===== src/hw/rtl/see_pkg.sv =====
package see_pkg;

  localparam int SEE_STACK_DEPTH   = 16;
  localparam int SEE_FRACTION_BITS = 16;

  // token commands
  localparam logic [2:0] CMD_PUSH = 3'd0;
  localparam logic [2:0] CMD_ADD  = 3'd1;
  localparam logic [2:0] CMD_SUB  = 3'd2;
  localparam logic [2:0] CMD_MUL  = 3'd3;
  localparam logic [2:0] CMD_DIV  = 3'd4;

  // status codes
  localparam logic [2:0] ST_OK    = 3'd0;
  localparam logic [2:0] ST_DIV0  = 3'd1;
  localparam logic [2:0] ST_UNDER = 3'd2;
  localparam logic [2:0] ST_OVER  = 3'd3;
  localparam logic [2:0] ST_EMPTY = 3'd4;

  localparam logic signed [31:0] Q_MAX = 32'sh7fff_ffff;
  localparam logic signed [31:0] Q_MIN = 32'sh8000_0000;

  typedef struct packed {
    logic [2:0]         command;
    logic signed [31:0] operand_value;
    logic               last_token;
  } see_in_t;

  typedef struct packed {
    logic signed [31:0] result_value;
    logic [2:0]         status;
  } see_out_t;

  // per-cell shift control
  typedef struct packed {
    logic shift_dn;  // take the word from the cell above (push side)
    logic shift_up;  // take the word from the cell below (pop side)
  } see_shift_t;

  typedef enum logic [1:0] {
    S_IDLE,
    S_EXEC,
    S_WAIT,
    S_FIN
  } see_state_t;

  typedef enum logic [2:0] {
    ALU_IDLE,
    ALU_MUL,
    ALU_DIV_CHK,
    ALU_DIV_RUN,
    ALU_DIV_FIX,
    ALU_DONE
  } see_alu_state_t;

endpackage


===== src/hw/rtl/see_cell.sv =====
module see_cell (
  input  logic                clk,
  input  see_pkg::see_shift_t ctrl,
  input  logic signed [31:0]  above,
  input  logic signed [31:0]  below,
  output logic signed [31:0]  data
);
  import see_pkg::*;

  logic signed [31:0] data_r;

  always_ff @(posedge clk) begin
    if (ctrl.shift_dn) begin
      data_r <= above;
    end else if (ctrl.shift_up) begin
      data_r <= below;
    end
  end

  assign data = data_r;

endmodule


===== src/hw/rtl/see_alu.sv =====
module see_alu #(
  parameter int FRACTION_BITS = see_pkg::SEE_FRACTION_BITS
) (
  input  logic               clk,
  input  logic               rst_n,
  input  logic               start,
  input  logic [2:0]         op,
  input  logic signed [31:0] left,
  input  logic signed [31:0] right,
  output logic               done,
  output logic signed [31:0] result
);
  import see_pkg::*;

  localparam int QW = 32;
  localparam int CW = $clog2(QW);

  see_alu_state_t     state_r, state_nxt;
  logic signed [31:0] res_r;
  logic signed [63:0] prod_r;
  logic [31:0]        absl_r, absr_r;
  logic               neg_r;
  logic               ovf_r;
  logic [31:0]        rem_r;
  logic [31:0]        quo_r;
  logic [CW-1:0]      cnt_r;

  logic signed [32:0] sum;
  logic signed [63:0] shifted;
  logic [63:0]        num;
  logic [63:0]        lim;
  logic [32:0]        trial;

  function automatic logic signed [31:0] sat33(input logic signed [32:0] v);
    if (v[32] != v[31]) begin
      return v[32] ? Q_MIN : Q_MAX;
    end
    return v[31:0];
  endfunction

  always_comb begin
    if (op == CMD_SUB) begin
      sum = 33'(left) - 33'(right);
    end else begin
      sum = 33'(left) + 33'(right);
    end
    shifted = prod_r >>> FRACTION_BITS;  // floor rounding
    num     = {32'b0, absl_r} << FRACTION_BITS;
    lim     = {32'b0, absr_r} << (QW - 1);
    trial   = {rem_r, quo_r[QW-1]} - {1'b0, absr_r};
  end

  // next state
  always_comb begin
    state_nxt = state_r;
    unique case (state_r)
      ALU_IDLE: begin
        if (start) begin
          if (op == CMD_MUL) begin
            state_nxt = ALU_MUL;
          end else if (op == CMD_DIV) begin
            state_nxt = ALU_DIV_CHK;
          end else begin
            state_nxt = ALU_DONE;
          end
        end
      end
      ALU_MUL:     state_nxt = ALU_DONE;
      ALU_DIV_CHK: state_nxt = ALU_DIV_RUN;
      ALU_DIV_RUN: begin
        if (cnt_r == CW'(QW - 1)) begin
          state_nxt = ALU_DIV_FIX;
        end
      end
      ALU_DIV_FIX: state_nxt = ALU_DONE;
      ALU_DONE:    state_nxt = ALU_IDLE;
      default:     state_nxt = ALU_IDLE;
    endcase
  end

  // outputs
  always_comb begin
    done   = (state_r == ALU_DONE);
    result = res_r;
  end

  always_ff @(posedge clk) begin
    if (!rst_n) begin
      state_r <= ALU_IDLE;
    end else begin
      state_r <= state_nxt;
    end
  end

  always_ff @(posedge clk) begin
    unique case (state_r)
      ALU_IDLE: begin
        if (start) begin
          res_r  <= sat33(sum);
          prod_r <= 64'(left) * 64'(right);
          absl_r <= left[31]  ? (~left + 32'd1)  : left;
          absr_r <= right[31] ? (~right + 32'd1) : right;
          neg_r  <= left[31] ^ right[31];
        end
      end
      ALU_MUL: begin
        if ((&shifted[63:31]) || !(|shifted[63:31])) begin
          res_r <= shifted[31:0];
        end else begin
          res_r <= shifted[63] ? Q_MIN : Q_MAX;
        end
      end
      ALU_DIV_CHK: begin
        // quotient >= 2^31 saturates; otherwise high half stays below divisor
        ovf_r <= (num >= lim);
        rem_r <= num[63:32];
        quo_r <= num[31:0];
        cnt_r <= '0;
      end
      ALU_DIV_RUN: begin
        if (!trial[32]) begin
          rem_r <= trial[31:0];
          quo_r <= {quo_r[QW-2:0], 1'b1};
        end else begin
          rem_r <= {rem_r[30:0], quo_r[QW-1]};
          quo_r <= {quo_r[QW-2:0], 1'b0};
        end
        cnt_r <= cnt_r + CW'(1);
      end
      ALU_DIV_FIX: begin
        if (ovf_r) begin
          res_r <= neg_r ? Q_MIN : Q_MAX;
        end else begin
          res_r <= neg_r ? (~quo_r + 32'd1) : quo_r;
        end
      end
      ALU_DONE: begin
      end
      default: begin
      end
    endcase
  end

endmodule


===== src/hw/rtl/stack_expression_evaluator_top.sv =====
// Postfix/prefix expression evaluator on signed fixed-point (Q16.16 default).
//
// Input channel (in_valid/in_stall/in_word): one token per word. Command push
// stacks operand_value; add/sub/mul/div pop two values and stack the result.
// A word is taken when in_valid is high and in_stall is low.
// Output channel (out_valid/out_stall/out_word): one word per token marked
// last_token, holding the top of stack and the first error seen (value zero
// on error). After that word is loaded the stack and status clear.
// cfg_wr_en/cfg_wr_data set operand order: 0 postfix (top is right operand),
// 1 prefix (top is left operand). Write it only while the block is idle.
//
// Stack is a row of shift cells, top in cell 0. One token at a time: a new
// word is taken only after the last one has passed through EXEC, WAIT for
// operators on the shared ALU (divide: one quotient bit per cycle), and FIN.
// A last token's result is loaded into the output register as FIN passes to
// IDLE, so it is there before the next accept.
// If the output register is still full and stalled, the block holds the
// finished token and stalls its input until the register frees up.
// Reset (rst_n low, synchronous) empties the stack, clears the status and
// the output valid, and sets postfix order. Stack contents are not reset.
module stack_expression_evaluator_top #(
  parameter int STACK_DEPTH   = see_pkg::SEE_STACK_DEPTH,
  parameter int FRACTION_BITS = see_pkg::SEE_FRACTION_BITS
) (
  input  logic             clk,
  input  logic             rst_n,
  input  logic             in_valid,
  output logic             in_stall,
  input  see_pkg::see_in_t in_word,
  output logic             out_valid,
  input  logic             out_stall,
  output see_pkg::see_out_t out_word,
  input  logic             cfg_wr_en,
  input  logic             cfg_wr_data
);
  import see_pkg::*;

  localparam int SPW = $clog2(STACK_DEPTH + 1);

  see_state_t       state_r, state_nxt;
  see_in_t          tok_r;
  logic [SPW-1:0]   sp_r, sp_nxt;
  logic [2:0]       sticky_r, sticky_nxt;
  logic             order_r;
  logic             out_valid_r;
  see_out_t         out_word_r;

  logic signed [31:0] cell_q [STACK_DEPTH];
  see_shift_t         cell_ctrl [STACK_DEPTH];

  logic               push_en, pop_en, alu_start, alu_done, out_load, out_free;
  logic               is_op;
  logic signed [31:0] left, right, alu_res, top_in;
  see_out_t           fin_word;

  // operand selection from the two top cells
  always_comb begin
    left     = order_r ? cell_q[0] : cell_q[1];
    right    = order_r ? cell_q[1] : cell_q[0];
    is_op    = (tok_r.command >= CMD_ADD) && (tok_r.command <= CMD_DIV);
    out_free = !out_valid_r || !out_stall;
    top_in   = push_en ? tok_r.operand_value : alu_res;
  end

  // final word: status first, top of stack only when clean and non-empty
  always_comb begin
    fin_word.status       = sticky_r;
    fin_word.result_value = '0;
    if (sticky_r == ST_OK) begin
      if (sp_r == '0) begin
        fin_word.status = ST_EMPTY;
      end else begin
        fin_word.result_value = cell_q[0];
      end
    end
  end

  // control outputs
  always_comb begin
    in_stall   = 1'b1;
    push_en    = 1'b0;
    pop_en     = 1'b0;
    alu_start  = 1'b0;
    out_load   = 1'b0;
    sp_nxt     = sp_r;
    sticky_nxt = sticky_r;
    unique case (state_r)
      S_IDLE: in_stall = 1'b0;
      S_EXEC: begin
        if (sticky_r == ST_OK) begin
          if (tok_r.command == CMD_PUSH) begin
            if (sp_r >= SPW'(STACK_DEPTH)) begin
              sticky_nxt = ST_OVER;
            end else begin
              push_en = 1'b1;
              sp_nxt  = sp_r + SPW'(1);
            end
          end else if (is_op) begin
            if (sp_r < SPW'(2)) begin
              sticky_nxt = ST_UNDER;
            end else if ((tok_r.command == CMD_DIV) && (right == '0)) begin
              sticky_nxt = ST_DIV0;
            end else begin
              alu_start = 1'b1;
            end
          end
        end
      end
      S_WAIT: begin
        if (alu_done) begin
          pop_en = 1'b1;
          sp_nxt = sp_r - SPW'(1);
        end
      end
      S_FIN: begin
        if (tok_r.last_token && out_free) begin
          out_load   = 1'b1;
          sp_nxt     = '0;
          sticky_nxt = ST_OK;
        end
      end
      default: in_stall = 1'b1;
    endcase
  end

  // next state
  always_comb begin
    state_nxt = state_r;
    unique case (state_r)
      S_IDLE: begin
        if (in_valid) begin
          state_nxt = S_EXEC;
        end
      end
      S_EXEC: state_nxt = alu_start ? S_WAIT : S_FIN;
      S_WAIT: begin
        if (alu_done) begin
          state_nxt = S_FIN;
        end
      end
      S_FIN: begin
        if (!tok_r.last_token || out_free) begin
          state_nxt = S_IDLE;
        end
      end
      default: state_nxt = S_IDLE;
    endcase
  end

  always_ff @(posedge clk) begin
    if (!rst_n) begin
      state_r     <= S_IDLE;
      sp_r        <= '0;
      sticky_r    <= ST_OK;
      order_r     <= 1'b0;
      out_valid_r <= 1'b0;
    end else begin
      state_r  <= state_nxt;
      sp_r     <= sp_nxt;
      sticky_r <= sticky_nxt;
      if (cfg_wr_en) begin
        order_r <= cfg_wr_data;
      end
      if (out_load) begin
        out_valid_r <= 1'b1;
      end else if (!out_stall) begin
        out_valid_r <= 1'b0;
      end
    end
  end

  always_ff @(posedge clk) begin
    if ((state_r == S_IDLE) && in_valid) begin
      tok_r <= in_word;
    end
    if (out_load) begin
      out_word_r <= fin_word;
    end
  end

  // stack cells: push shifts down, operator write-back shifts up under cell 0
  for (genvar i = 0; i < STACK_DEPTH; i++) begin : g_cell
    logic signed [31:0] above, below;
    if (i == 0) begin : g_top
      assign above         = top_in;
      assign cell_ctrl[i]  = '{shift_dn: push_en | pop_en, shift_up: 1'b0};
    end else begin : g_rest
      assign above         = cell_q[i-1];
      assign cell_ctrl[i]  = '{shift_dn: push_en, shift_up: pop_en};
    end
    if (i == STACK_DEPTH - 1) begin : g_bot
      assign below = '0;
    end else begin : g_mid
      assign below = cell_q[i+1];
    end
    see_cell u_cell (
      .clk   (clk),
      .ctrl  (cell_ctrl[i]),
      .above (above),
      .below (below),
      .data  (cell_q[i])
    );
  end

  see_alu #(
    .FRACTION_BITS (FRACTION_BITS)
  ) u_alu (
    .clk    (clk),
    .rst_n  (rst_n),
    .start  (alu_start),
    .op     (tok_r.command),
    .left   (left),
    .right  (right),
    .done   (alu_done),
    .result (alu_res)
  );

  assign out_valid = out_valid_r;
  assign out_word  = out_word_r;

  a_sp_range: assert property (@(posedge clk) disable iff (!rst_n)
    sp_r <= SPW'(STACK_DEPTH))
    else $error("stack pointer beyond depth");

  a_clear_after_out: assert property (@(posedge clk) disable iff (!rst_n)
    out_load |=> (sp_r == '0) && (sticky_r == ST_OK))
    else $error("stack not cleared after result");

  a_err_zero: assert property (@(posedge clk) disable iff (!rst_n)
    (out_valid_r && (out_word_r.status != ST_OK)) |-> (out_word_r.result_value == '0))
    else $error("error result carries a value");

  a_done_in_wait: assert property (@(posedge clk) disable iff (!rst_n)
    alu_done |-> (state_r == S_WAIT))
    else $error("ALU finished outside of wait");

endmodule

===== config.mk =====
export PLATFORM = sky130hd
export DESIGN_NAME = stack_expression_evaluator_top
export DESIGN_NICKNAME = d
export VERILOG_FILES = /design/src/hw/rtl/see_pkg.sv /design/src/hw/rtl/see_cell.sv /design/src/hw/rtl/see_alu.sv /design/src/hw/rtl/stack_expression_evaluator_top.sv
export SDC_FILE = /design/constraint.sdc
export NUM_CORES = 2
export LEC_CHECK = 0
export BUFFER_PORTS_ARGS = -buffer_cell sky130_fd_sc_hd__buf_2
export CAP_MARGIN = 25
export CORE_ASPECT_RATIO = 1.4
export CORE_MARGIN = 1
export CORE_UTILIZATION = 52
export CTS_CLUSTER_DIAMETER = 30
export DETAILED_ROUTE_END_ITERATION = 10
export PLACE_DENSITY = 0.75
export SYNTH_ARGS = -nofsm -noshare
export SYNTH_HDL_FRONTEND = slang
export SYNTH_SLANG_ARGS = --single-unit

===== constraint.sdc =====
create_clock -name clk -period 26.7 [get_ports clk]
set_clock_uncertainty 0.2 [all_clocks]
set_input_delay 5.34 -clock clk [delete_from_list [all_inputs] [get_ports clk]]
set_output_delay 5.34 -clock clk [all_outputs]
set_load 0.005 [all_outputs]

==> summary.md <==
| Metric | Value |
|---|---|
| Ys async rst share | `0` |
| Run status | `finished with violations` |
| FMAX | `approximately 91 MHz` |
| Syn Area/Cell | `approximately 11 µm²` |
| Data arrival, critical path | `about 11 ns` |
| R2R setup slack | `between 15 and 20 ns` |
| CP peak stage delay | `1.10 ns` |
| Critical-path top delay cell | `fa_1` |
| Unique cell type count in the Yosys netlist | `86` |
| Post-Syn Nets | `about 8.0k` |
| All-Layer GR Usage | `0.336` |
| CTS-repair resized insts | `0` |
| Worst-Skew Late Latency | `roughly 0.77 ns` |
| Failing checks | `design-rule violations` |
| Drt pass-1 iters | `11` |
| Ports | `just under 80` |
| Share of layout cells above drive strength 1 | `0.151` |
| Iter 0 DRT Violations | `around 4.7k` |
| Non-Filler Instances | `approximately 8.6k` |
| Vias in the first global route | `between 50k and 60k` |
| Initial antenna violation count | `14` |
| CP startpoint kind | `flop` |
| Worst path bufs/invs | `8` |
| Dpl cells | `about 8.4k` |
| Setup crit end kind | `flop` |
| Worst EP required | `roughly 27 ns` |
| Max_slew headroom | `0.230` |
| Largest net degree at the start of global routing | `slightly below 200` |
| Post-route ant nets | `0` |
| Commonest non-fill, non-tap cells in the layout | `fa_1, inv_1, edfxtp_1, nand2_1, nor2_1` |
| Syn Inst Count | `~6.6k` |
| Hold path depth | `0` |
| Fin. Hold Viols | `0` |
| Die W | `roughly 320 µm` |
| Worst r2r src | `order_r$_SDFFE_PN0P_` |
| Die Y | `approximately 450 µm` |
| Number of flops mapped to enable cells by yosys | `between 700 and 800` |
| Area delta synth->final | `9.69%` |
| Post-CTS Setup Repair Bufs | `0` |
| Setup CP Type | `reg2reg` |
| Via/cell ratio | `5.99` |
| Setup violators final | `0` |
| Max cap viols | `0` |
| Nets | `between 8k and 9k` |
| Fin area | `approximately 0.081 mm²` |
| Leading cell type in the layout, fill and taps excluded | `fa_1` |
| Number of remaining DRC errors | `2` |
| Unrepaired setup endpoints after global routing | `false` |
| Routed wire length | `236 mm` |
| Hold crit path type | `reg2reg` |
| Min-delay src | `sticky_r[0]$_SDFFE_PN0P_` |
| # clock sinks | `812` |
| Post-DP HPWL | `around 170 mm` |
| Period utilisation layout | `0.410` |
| Critical Path Fanout Max | `51` |
| CTS H-tree depth | `3` |
| Initial Util | `0.524` |
| Synth area leaders | `edfxtp_1, fa_1, mux2_2, inv_1, ha_1` |
| Port bufs | `78` |
| Crit path time final | `around 11 ns` |
| First-pass GRT wire length | `348 mm` |
| Die area | `~0.14 mm²` |
| Tightest Pin Transition | `~1.2 ns` |
| Count of pins over their slew limit | `0` |
| R2R depth | `30` |
| Seq/Total Area, Yosys | `0.328` |
| Pre-CTS setup slack | `15.96 ns` |
| Yosys warns | `0` |
| Hold Path Sink | `out_word[0]$_DFFE_PP_` |
| Worst setup margin | `roughly 16 ns` |
| Final GP Congestion | `about 1.0` |
| Top FF cell, synth | `edfxtp_1` |
| WL/cell | `27.4 µm` |
| CTS Buffer Depth | `3` |
| Cell Area, Synth | `approximately 0.074 mm²` |
| CTS tree | `yes` |
| Dpl cell area | `~0.077 mm²` |
| Synth Register Bits | `812` |
| Reg clk slew, reported paths | `about 0.06 ns` |
| Reg-to-reg endpoint | `u_alu.prod_r[62]$_DFFE_PP_` |
| Yosys top cell by area | `edfxtp_1` |
| Final setup TNS | `0 ns` |
| Grt total ovfl | `0` |
| Fill cells | `roughly 12k` |
| Via count | `~52k` |
| Number of buffers created by CTS | `118` |
| Core area | `approximately 0.14 mm²` |
| CTS Root Cell | `clkbuf_16` |
| CP dominant cell by count | `fa_1` |
| Crit path max-delay family | `adder cells` |
| FP Rows | `approximately 160` |
| Hold_buf cts | `0` |
| Synth top area share | `0.324` |
## how the worst max path moves through the flow
stage,startpoint,slack [ns],cells after the start,endpoint
final,order_r$_SDFFE_PN0P_,15.76,30,u_alu.prod_r[62]$_DFFE_PP_
after floorplan,tok_r[33]$_DFFE_PP_,13.68,7,g_cell[0].u_cell.data[0]$_DFFE_PP_
after global placement,order_r$_SDFFE_PN0P_,16.10,30,u_alu.prod_r[62]$_DFFE_PP_
after global routing,order_r$_SDFFE_PN0P_,15.41,30,u_alu.prod_r[62]$_DFFE_PP_
after detailed placement,order_r$_SDFFE_PN0P_,15.96,30,u_alu.prod_r[62]$_DFFE_PP_
after CTS,order_r$_SDFFE_PN0P_,15.91,30,u_alu.prod_r[62]$_DFFE_PP_
## final cells by class
cell class / count / area [µm²] / share of cell area
timing repair buffer: 211 / 1530 / 0.0189
inverter: 1089 / 4090 / 0.0504
antenna: 4 / 10.0 / 0.000123
clock inverter: 101 / 1210 / 0.0150
tap: 1897 / 2370 / 0.0292
multi-input combinational: 4399 / 44700 / 0.551
clock buffer: 124 / 2980 / 0.0367
sequential: 812 / 24200 / 0.299
## metrics by stage
step | hold WS, ns | util
2_1_floorplan | 0.269 | -
3_3_place_gp | 0.285 | 0.544
3_5_place_dp | 0.301 | 0.545
4_1_cts | 0.311 | 0.575
5_1_grt | 0.336 | 0.575
6_report | 0.317 | 0.575
## registers in the layout, indices dropped and copies added (netlist names), 3 cells and up
| signal | count |
|---|---|
| out_word | 35 |
| u_alu.rem_r | 32 |
| sp_r | 5 |
| u_alu.cnt_r | 5 |
| u_alu.absl_r | 32 |
| tok_r | 36 |
| u_alu.prod_r | 48 |
| u_alu.state_r | 3 |
| u_alu.quo_r | 32 |
| u_alu.absr_r | 32 |
| g_cell.u_cell.data | 512 |
| u_alu.result | 32 |
## synthesized netlist by cell type, types with 11 or more instances
cell,number
nor3_1,45
a21o_1,76
o21a_1,18
nand3_1,38
xor2_1,46
buf_1,16
mux2_2,507
nor4_1,24
buf_2,24
ha_1,274
nand2_1,680
and2_1,92
fa_1,1084
nand4_1,22
o21ai_0,156
a31oi_1,20
nor2_1,624
inv_1,1071
clkbuf_1,254
o2111ai_1,35
edfxtp_1,798
nand2b_1,20
a21oi_1,136
o21bai_1,11
and3_1,26
a211oi_1,12
mux2i_1,70
nor2b_1,24
dfxtp_1,14
clkinv_1,15
o31ai_1,22
xnor2_1,188
## logic make-up (layout without fill, tap and decap cells)
kind of cell | count (synthesis) | after routing | synth area share
and+or+nand+nor | 1655 | 1655 | 0.0958
muxes | 590 | 590 | 0.0891
other | 0 | 4 | 0
AOI/OAI and AO/OA | 561 | 561 | 0.0484
adders and majority gates | 1358 | 1358 | 0.340
buffers and inverters | 1391 | 1525 | 0.0716
xor gates and xnor gates | 235 | 235 | 0.0279
DFF | 812 | 812 | 0.328
## routing by layer
| layer | routed length [µm] | vias up | track usage |
|---|---|---|---|
| met2 | 110000 | 3065 | 0.539 |
| met5 | 55 | - | 0 |
| met4 | 23400 | 8 | 0.274 |
| met3 | 24900 | 1096 | 0.0879 |
| met1 | 78100 | 26107 | 0.380 |
| li1 | - | 21442 | - |
Power is not shown: default switching activity piles up to over one toggle a cycle in this logic, so the estimate is an artifact.
